`src/hdl/keypad_row_scan_event_detector_core_assert.svh`:
```
// ----------------------------------------------------------------------------
// keypad_row_scan_event_detector_core_assert
// Assertion macros for the keypad row scanner.
// ----------------------------------------------------------------------------
`ifndef KEYPAD_ROW_SCAN_EVENT_DETECTOR_CORE_ASSERT_SVH
`define KEYPAD_ROW_SCAN_EVENT_DETECTOR_CORE_ASSERT_SVH

// same-cycle implication, disabled during reset
`define KPRS_ASSERT_NOW(label, clk, rst_n, ante, cons) \
  label: assert property (@(posedge clk) disable iff (!rst_n) (ante) |-> (cons)) \
    else $error("kprs: same-cycle check failed");

// next-cycle implication, disabled during reset
`define KPRS_ASSERT_NEXT(label, clk, rst_n, ante, cons) \
  label: assert property (@(posedge clk) disable iff (!rst_n) (ante) |=> (cons)) \
    else $error("kprs: next-cycle check failed");

`endif

```
`src/hdl/kprs_pkg.sv`:
```
// ----------------------------------------------------------------------------
// kprs_pkg
// Types and constants shared by the keypad row scanner modules.
// ----------------------------------------------------------------------------
package kprs_pkg;

  localparam int MAX_ROWS_DEF = 4;

  localparam logic [1:0] OP_SCAN = 2'd0;
  localparam logic [1:0] OP_TICK = 2'd1;
  localparam logic [1:0] OP_READ = 2'd2;

  localparam logic [1:0] CFG_ROW_COUNT    = 2'd0;
  localparam logic [1:0] CFG_LONG_TIMEOUT = 2'd1;

  localparam logic [2:0]  ROW_COUNT_RST    = 3'd4;
  localparam logic [15:0] LONG_TIMEOUT_RST = 16'd1000;

  typedef enum logic [1:0] {
    ACT_NONE    = 2'd0,
    ACT_PRESS   = 2'd1,
    ACT_RELEASE = 2'd2,
    ACT_LONG    = 2'd3
  } action_t;

  typedef struct packed {
    logic [3:0] row_drive;
    logic       has_event;
    action_t    action;
    logic [7:0] key_code;
    logic [2:0] scan_row;
  } result_t;

endpackage

```
`src/hdl/kprs_state.sv`:
```
// ----------------------------------------------------------------------------
// kprs_state
// Scanner state registers and the single-pass update for one word.
// ----------------------------------------------------------------------------
module kprs_state
  import kprs_pkg::*;
#(
  parameter int MAX_ROWS = MAX_ROWS_DEF
) (
  input  logic        clk,
  input  logic        rst_n,
  input  logic        step_en,
  input  logic [1:0]  op,
  input  logic [3:0]  row_levels,
  input  logic [2:0]  row_count,
  input  logic [15:0] long_timeout,
  output result_t     res
);

  logic [2:0]  phase_r, phase_nxt;
  logic [7:0]  first_code_r, first_code_nxt;
  logic [7:0]  current_code_r, current_code_nxt;
  logic [7:0]  previous_code_r, previous_code_nxt;
  logic [7:0]  released_code_r, released_code_nxt;
  action_t     last_action_r, last_action_nxt;
  logic        event_pending_r, event_pending_nxt;
  logic [31:0] now_ms_r, now_ms_nxt;
  logic [31:0] press_ms_r, press_ms_nxt;

  logic [2:0]  rc;
  logic [2:0]  phase_c;
  logic [3:0]  row_mask;
  logic [3:0]  pressed;
  logic [7:0]  code;
  logic [7:0]  idle_code;
  logic [7:0]  cur;
  logic [31:0] held_ms;
  logic [7:0]  key;
  logic [2:0]  ph_o;

  always_comb begin
    if (row_count < 3'd3) begin
      rc = 3'd3;
    end else if (row_count > 3'(MAX_ROWS)) begin
      rc = 3'(MAX_ROWS);
    end else begin
      rc = row_count;
    end
  end

  // phase past the row count (row count shrank mid-scan) acts as idle phase
  assign phase_c  = (phase_r > rc) ? rc : phase_r;
  assign row_mask = 4'((5'd1 << rc) - 5'd1);
  assign pressed  = ~row_levels & row_mask & ~(4'((5'd1 << phase_c)));
  assign code     = 8'({4'b0000, pressed} << phase_c) + {5'b00000, phase_c};
  assign held_ms  = now_ms_r - press_ms_r;

  always_comb begin
    phase_nxt         = phase_r;
    first_code_nxt    = first_code_r;
    current_code_nxt  = current_code_r;
    previous_code_nxt = previous_code_r;
    released_code_nxt = released_code_r;
    last_action_nxt   = last_action_r;
    event_pending_nxt = event_pending_r;
    now_ms_nxt        = now_ms_r;
    press_ms_nxt      = press_ms_r;
    idle_code         = 8'd0;
    cur               = 8'd0;
    key               = 8'd0;
    case (op)
      OP_SCAN: begin
        if (pressed != 4'd0 && phase_c == rc) begin
          idle_code = code;
        end else if (pressed != 4'd0 && first_code_r == 8'd0) begin
          first_code_nxt = code;
        end
        if (phase_c == rc) begin
          phase_nxt        = 3'd0;
          cur              = (idle_code != 8'd0) ? idle_code : first_code_nxt;
          current_code_nxt = cur;
          first_code_nxt   = 8'd0;
          // resolve
          if (previous_code_r != cur && !event_pending_r) begin
            if (previous_code_r == 8'd0 && cur != 8'd0) begin
              last_action_nxt = ACT_PRESS;
            end else if (cur == 8'd0 && previous_code_r != 8'd0) begin
              last_action_nxt = ACT_RELEASE;
            end else begin
              last_action_nxt = ACT_NONE;
            end
            if (last_action_nxt != ACT_NONE) begin
              released_code_nxt = (last_action_nxt == ACT_RELEASE) ? previous_code_r : 8'd0;
              event_pending_nxt = 1'b1;
              previous_code_nxt = cur;
              press_ms_nxt      = now_ms_r;
            end
          end else if (cur != 8'd0 && previous_code_r == cur && !event_pending_r &&
                       last_action_r != ACT_LONG &&
                       held_ms > {16'd0, long_timeout}) begin
            last_action_nxt   = ACT_LONG;
            event_pending_nxt = 1'b1;
          end
        end else begin
          phase_nxt = phase_c + 3'd1;
        end
      end
      OP_TICK: begin
        now_ms_nxt = now_ms_r + 32'd1;
      end
      OP_READ: begin
        key = (last_action_r == ACT_RELEASE) ? released_code_r : current_code_r;
        event_pending_nxt = 1'b0;
      end
      default: begin
      end
    endcase
  end

  assign ph_o = (phase_nxt > rc) ? rc : phase_nxt;

  always_comb begin
    res.row_drive = (ph_o < rc) ? 4'((5'd1 << ph_o)) : 4'd0;
    res.has_event = event_pending_nxt;
    res.action    = last_action_nxt;
    res.key_code  = key;
    res.scan_row  = ph_o;
  end

  always_ff @(posedge clk) begin
    if (!rst_n) begin
      phase_r         <= 3'd0;
      first_code_r    <= 8'd0;
      current_code_r  <= 8'd0;
      previous_code_r <= 8'd0;
      released_code_r <= 8'd0;
      last_action_r   <= ACT_NONE;
      event_pending_r <= 1'b0;
      now_ms_r        <= 32'd0;
      press_ms_r      <= 32'd0;
    end else if (step_en) begin
      phase_r         <= phase_nxt;
      first_code_r    <= first_code_nxt;
      current_code_r  <= current_code_nxt;
      previous_code_r <= previous_code_nxt;
      released_code_r <= released_code_nxt;
      last_action_r   <= last_action_nxt;
      event_pending_r <= event_pending_nxt;
      now_ms_r        <= now_ms_nxt;
      press_ms_r      <= press_ms_nxt;
    end
  end

endmodule

```
`src/hdl/keypad_row_scan_event_detector_core.sv`:
```
// ----------------------------------------------------------------------------
// keypad_row_scan_event_detector_core
// Matrix keypad row scanner with pressed, released and long-press events.
// ----------------------------------------------------------------------------
//  channel | handshake          | payload
//  in      | in_valid/in_stall  | in_op, in_row_levels
//  out     | out_valid/out_stall| out_row_drive, out_has_event, out_action,
//          |                    | out_key_code, out_scan_row
//  cfg     | cfg_valid/cfg_ready| cfg_index, cfg_data
//
// One word per cycle sustained while the output is not stalled; a word goes
// from the input register to the result register, state updated as it moves.
// A stalled result holds the result register; an empty input register still
// takes one more word, after which in_stall rises.
// Synchronous active-low reset clears all scan state and restores defaults.
// ----------------------------------------------------------------------------
module keypad_row_scan_event_detector_core
  import kprs_pkg::*;
#(
  parameter int MAX_ROWS = MAX_ROWS_DEF
) (
  input  logic        clk,
  input  logic        rst_n,
  input  logic        in_valid,
  output logic        in_stall,
  input  logic [1:0]  in_op,
  input  logic [3:0]  in_row_levels,
  output logic        out_valid,
  input  logic        out_stall,
  output logic [3:0]  out_row_drive,
  output logic        out_has_event,
  output logic [1:0]  out_action,
  output logic [7:0]  out_key_code,
  output logic [2:0]  out_scan_row,
  input  logic        cfg_valid,
  output logic        cfg_ready,
  input  logic [1:0]  cfg_index,
  input  logic [15:0] cfg_data
);

`include "keypad_row_scan_event_detector_core_assert.svh"

  logic [2:0]  row_count_r;
  logic [15:0] long_timeout_r;

  logic        in_vld_r;
  logic [1:0]  in_op_r;
  logic [3:0]  in_levels_r;
  logic        out_vld_r;
  result_t     out_r;
  result_t     res;
  logic        adv;
  logic        in_take;
  logic        read_step;

  assign cfg_ready = 1'b1;

  always_ff @(posedge clk) begin
    if (!rst_n) begin
      row_count_r    <= ROW_COUNT_RST;
      long_timeout_r <= LONG_TIMEOUT_RST;
    end else if (cfg_valid) begin
      unique case (cfg_index)
        CFG_ROW_COUNT:    row_count_r    <= cfg_data[2:0];
        CFG_LONG_TIMEOUT: long_timeout_r <= cfg_data;
        default: begin
        end
      endcase
    end
  end

  assign adv      = !out_vld_r || !out_stall;
  assign in_stall = in_vld_r && !adv;
  assign in_take  = in_valid && !in_stall;

  always_ff @(posedge clk) begin
    if (!rst_n) begin
      in_vld_r <= 1'b0;
    end else if (!in_vld_r || adv) begin
      in_vld_r <= in_take;
    end
  end

  always_ff @(posedge clk) begin
    if (in_take) begin
      in_op_r     <= in_op;
      in_levels_r <= in_row_levels;
    end
  end

  kprs_state #(
    .MAX_ROWS(MAX_ROWS)
  ) u_state (
    .clk          (clk),
    .rst_n        (rst_n),
    .step_en      (adv && in_vld_r),
    .op           (in_op_r),
    .row_levels   (in_levels_r),
    .row_count    (row_count_r),
    .long_timeout (long_timeout_r),
    .res          (res)
  );

  always_ff @(posedge clk) begin
    if (!rst_n) begin
      out_vld_r <= 1'b0;
    end else if (adv) begin
      out_vld_r <= in_vld_r;
    end
  end

  always_ff @(posedge clk) begin
    if (adv && in_vld_r) begin
      out_r <= res;
    end
  end

  assign out_valid     = out_vld_r;
  assign out_row_drive = out_r.row_drive;
  assign out_has_event = out_r.has_event;
  assign out_action    = out_r.action;
  assign out_key_code  = out_r.key_code;
  assign out_scan_row  = out_r.scan_row;

  assign read_step = adv && in_vld_r && in_op_r == OP_READ;

  `KPRS_ASSERT_NOW(a_row_drive_onehot, clk, rst_n, out_vld_r, $onehot0(out_r.row_drive))
  `KPRS_ASSERT_NOW(a_scan_row_range, clk, rst_n, out_vld_r, out_r.scan_row <= 3'(MAX_ROWS))
  `KPRS_ASSERT_NEXT(a_read_clears, clk, rst_n, read_step, out_vld_r && !out_r.has_event)
  `KPRS_ASSERT_NEXT(a_drain, clk, rst_n, out_vld_r && !out_stall && !in_vld_r, !out_vld_r)

endmodule

```
`config.mk`:
```
export PLATFORM = sky130hd
export DESIGN_NAME = keypad_row_scan_event_detector_core
export DESIGN_NICKNAME = d
export VERILOG_FILES = /design/src/hdl/kprs_pkg.sv /design/src/hdl/kprs_state.sv /design/src/hdl/keypad_row_scan_event_detector_core.sv
export VERILOG_INCLUDE_DIRS = /design/src /design/src/hdl
export SDC_FILE = /design/constraint.sdc
export NUM_CORES = 1
export LEC_CHECK = 0
export ABC_AREA = 1
export BUFFER_PORTS_ARGS = -buffer_cell sky130_fd_sc_hd__clkbuf_2
export CORE_ASPECT_RATIO = 1.1
export CORE_MARGIN = 1
export CORE_UTILIZATION = 49
export DETAILED_ROUTE_END_ITERATION = 8
export GPL_ROUTABILITY_DRIVEN = 0
export GPL_TIMING_DRIVEN = 0
export PLACE_DENSITY = 0.62
export SKIP_LAST_GASP = 1
export SLEW_MARGIN = 20
export SYNTH_ARGS = -nofsm -noshare
export SYNTH_HDL_FRONTEND = slang
export SYNTH_SLANG_ARGS = --single-unit
```
`constraint.sdc`:
```
create_clock -name clk -period 8 [get_ports clk]
set_clock_uncertainty 0.15 [all_clocks]
set_input_delay 0 -clock clk [delete_from_list [all_inputs] [get_ports clk]]
set_output_delay 0 -clock clk [all_outputs]
set_load 0.1 [all_outputs]
```
==> reports/results.txt <==
The cell area that synthesis handed to floorplanning was 9310 µm². The first global-routing pass estimated 41000 µm of wire. Number of enable flip-flop cells after synthesis: 24.

The number of max-slew violations in the final report is 0. For the floorplan core area, the log shows 18500 µm². The worst slack at placement is 2540 ps.

Synthesis inferred 145 register bits. The tools report the initial antenna violation count as 0. Final HPWL from detailed placement: 18900 µm. The flow ran to the end, and the final reports show no timing, DRC or antenna violations. The total count of hold-check failures in the final report was 0. The logs give 0.412 for the clock network fraction of total power and 32 for the hold buffer count at cts.

The area added between synthesis and finish came out at 15.7%. In the final routed layout, each cell accounts on average for 14.6 µm. After clock tree synthesis, the repair step resized 0 gates.

The number of nets in the layout is 1524, and the sum of negative setup slack is 0 ps. STA classifies the critical path startpoint as a flop. The largest stage delay on the critical path is 420 ps, and the buffers inserted during post-CTS setup optimization is 0. After layout, the design draws a total of 1.97 mW. Internal power comes to 1.36 mW. The number of warnings issued by yosys was 0. The area fraction of the dominant cell type after synthesis is 0.260. After detailed routing, the number of remaining DRC violations is 0. The worst setup path is of the flop to flop kind. For the detailed-route wire length, the log shows 24700 µm. The longest clock path from root to sink contains 2 buffers. The run gives 8809 as the via total after detailed routing.

Number of inserted diodes: 0. The logs give 440 ps for the clock latency at the later pin of the worst-skew pair and 0.338 for the share of the yosys chip area belonging to registers. In this run, placement finished with an instance count of 1623. The worst setup path is captured at a flop. CTS saw 145 sinks. During placement, the flow inserted port buffers numbering 48.

The number of vias per cell after detailed routing is 5.22, and the number of nets in the synthesized netlist is 1425. Setup repair after global routing left no endpoint under its margin. Share of layout cells above drive strength 1: 0.103.

The die span in y works out to 147 µm. The final cell count without fillers is 1687. In this run the static leakage power is 5.05 nW. Entering global routing, the biggest net connects 24 pins. The tools report the power share of the combinational group as 0.199. The highest signal layer in the routed design is met4.

The logs give 0.609 mW for the net switching power and 19500 µm² for the total die area. Synthesis produced 1332 cells. Of all nets on the critical path, the largest fanout is 10.

Row generation in the floorplan step produced 52 rows. The sequential cell area in the final layout came out at 3140 µm². By area the synthesized netlist is led by dfxtp_1 26%, nand2_1 11%, ha_1 8.3%. For the global-route usage over all layers, the log shows 0.264.

The time the final worst path needs with I/O delays and setup is 5550 ps. The number of max-capacitance violations reported was 0. Number of detailed-routing iterations run before antenna repair: 5. Setup violations remaining at the end of the flow were counted as 0.

After synthesis, the mean cell area works out to 6.99 µm². Global routing finished with a remaining overflow of 0. The cell at the slowest stage of the critical path is fa_1. After synthesis, the netlist uses 53 different library cells. Length of routed met3 wiring: 910 µm. The number of clock buffers added by TritonCTS is 17. The logs give 8492 for the via count of the first global-routing pass and 2450 ps for the minimum setup slack in the final design. The fill cell instance count of the final layout came out at 1839. The tools report the library cell used as clock root buffer as clkbuf_16. The routed design uses 11900 µm of met2 wire. Timing would allow up to 180 MHz. The most area-hungry cell type in the Yosys netlist was dfxtp_1. The switching share of total power was 0.309; the area occupied by multi-input gates was 5220 µm². TritonCTS built the clock tree.

The die width is 133 µm, and the number of I/O pins is 50. The relative slew slack is 0.344, and the met1 routed wirelength after detailed routing is 11400 µm. Once detail routing completed, the nets flagged for antenna violations numbered 0. Among all flip-flop cells after synthesis, the most frequent one is dfxtp_1. Type of the most critical hold path: input pin to flop. The power density over the cells came out at 183 nW/µm². The worst-margin pin slew was 983 ps. The final critical-path share of the clock period works out to 0.694. After the first detailed-routing iteration, the DRC count stood at 540. The H-tree was split into 4 levels. STA puts the critical path data arrival time at 5760 ps. The async set-or-reset flop fraction in the synthesized netlist was 0. Cell seen most often among critical-path stages: nand2_1. The tightest hold path in the finished design has a slack of 9.27 ps.

The tools report the sequential fraction of design power as 0.389. The clock transition at the register clock pins on the worst setup and hold paths after CTS was 70 ps; the required time reported for the critical path endpoint was 8210 ps. IR analysis of the VDD net gives a maximum drop of 0.147 mV.

The tools report the starting density of the core as 0.504.
-- cell type report --
cell class | instances | share of cell area
Clock inverter | 12 | 0.0124
Tap cell | 243 | 0.0283
Multi-Input combinational cell | 951 | 0.485
Buffer | 32 | 0.0159
Timing Repair Buffer | 80 | 0.0521
Inverter | 204 | 0.0714
Clock buffer | 20 | 0.0426
Sequential cell | 145 | 0.292
-- cells in the final DEF, fill, tap and decap left out, types with 9 or more instances in the layout --
master	netlist	routed
nand2_1	262	262
inv_1	194	194
a21oi_1	141	141
dfxtp_1	121	121
nor2_1	120	120
o21ai_0	99	99
nand3_1	82	82
ha_1	62	62
clkbuf_2	0	48
dlygate4sd3_1	0	32
nor3_1	26	26
edfxtp_1	24	24
clkbuf_1	17	19
clkbuf_16	0	18
nand4_1	16	16
xor2_1	14	14
nand2_2	13	13
o211ai_1	13	13
nor3b_1	9	9
-- sequential cells by signal, summed over array words and instances (netlist names), 3 cells and up --
signal and cells:
long_timeout_r 16, u_state.released_code_r 8, u_state.now_ms_r 32, out_scan_row 3
out_row_drive 4, u_state.phase_r 3, out_key_code 8, u_state.current_code_r 8
u_state.first_code_r 8, in_levels_r 4, u_state.press_ms_r 32, u_state.previous_code_r 8
-- power by group through the flow --
stage / clock network, mW / logic (mW) / registers, mW
3_5_place_dp: 0 / 0.377 / 0.783
3_3_place_gp: 0 / 0.375 / 0.783
2_1_floorplan: 0 / 0.251 / 0.822
4_1_cts: 0.821 / 0.392 / 0.767
6_report: 0.812 / 0.391 / 0.767
5_1_grt: 0.853 / 0.440 / 0.768
-- stage by stage --
step	utilization	instance area (µm²)
6_report	0.582	10800
5_1_grt	0.582	10800
3_5_place_dp	0.533	9850
3_3_place_gp	0.533	9850
2_1_floorplan	-	9310
4_1_cts	0.582	10800
-- critical path, delay by kind of cell (launching register included) --
kind / cells / cell delay (ps)
and+or+nand+nor: 20 / 2400
buffers and inverters: 8 / 1140
DFF: 1 / 390
AOI/OAI and AO/OA: 1 / 160
adders and majority gates: 4 / 1230
-- synthesized netlist by cell type (all sizes together), types with 15 or more instances --
cell    number
a21oi      145
nand4       18
edfxtp      24
dfxtp      121
buf         15
o21ai      101
ha          62
nand2      278
nand3       90
clkbuf      17
inv        203
nor2       128
nor3        27
-- logic make-up (layout without fill, tap and decap cells) --
logic type / after synthesis / after routing / share of synthesized area
DFF: 145 / 145 / 0.338
buffers and inverters: 236 / 348 / 0.101
other: 2 / 2 / 0.000807
and+or+nand+nor: 570 / 570 / 0.277
adders and majority gates: 64 / 64 / 0.0877
AOI/OAI and AO/OA: 294 / 294 / 0.176
xor gates and xnor gates: 21 / 21 / 0.0198
-- final timing paths --
path	end	cells past startpoint	startpoint	slack [ps]
setup reg to reg	u_state.previous_code_r[0]	33	row_count_r[2]	2450
setup / recovery	u_state.previous_code_r[0]	33	row_count_r[2]	2450
hold / removal	long_timeout_r[2]	5	cfg_index[1]	9
hold reg to reg	u_state.press_ms_r[11]	2	u_state.press_ms_r[11]	310
-- layer usage --
metal  global-route usage  up-vias
met5                    0        -
met4               0.0784        0
met3               0.0378       38
met2                0.467      175
met1                0.330     3992
li1                     -     4604
No activity file was read; power rests on OpenSTA's default activity.
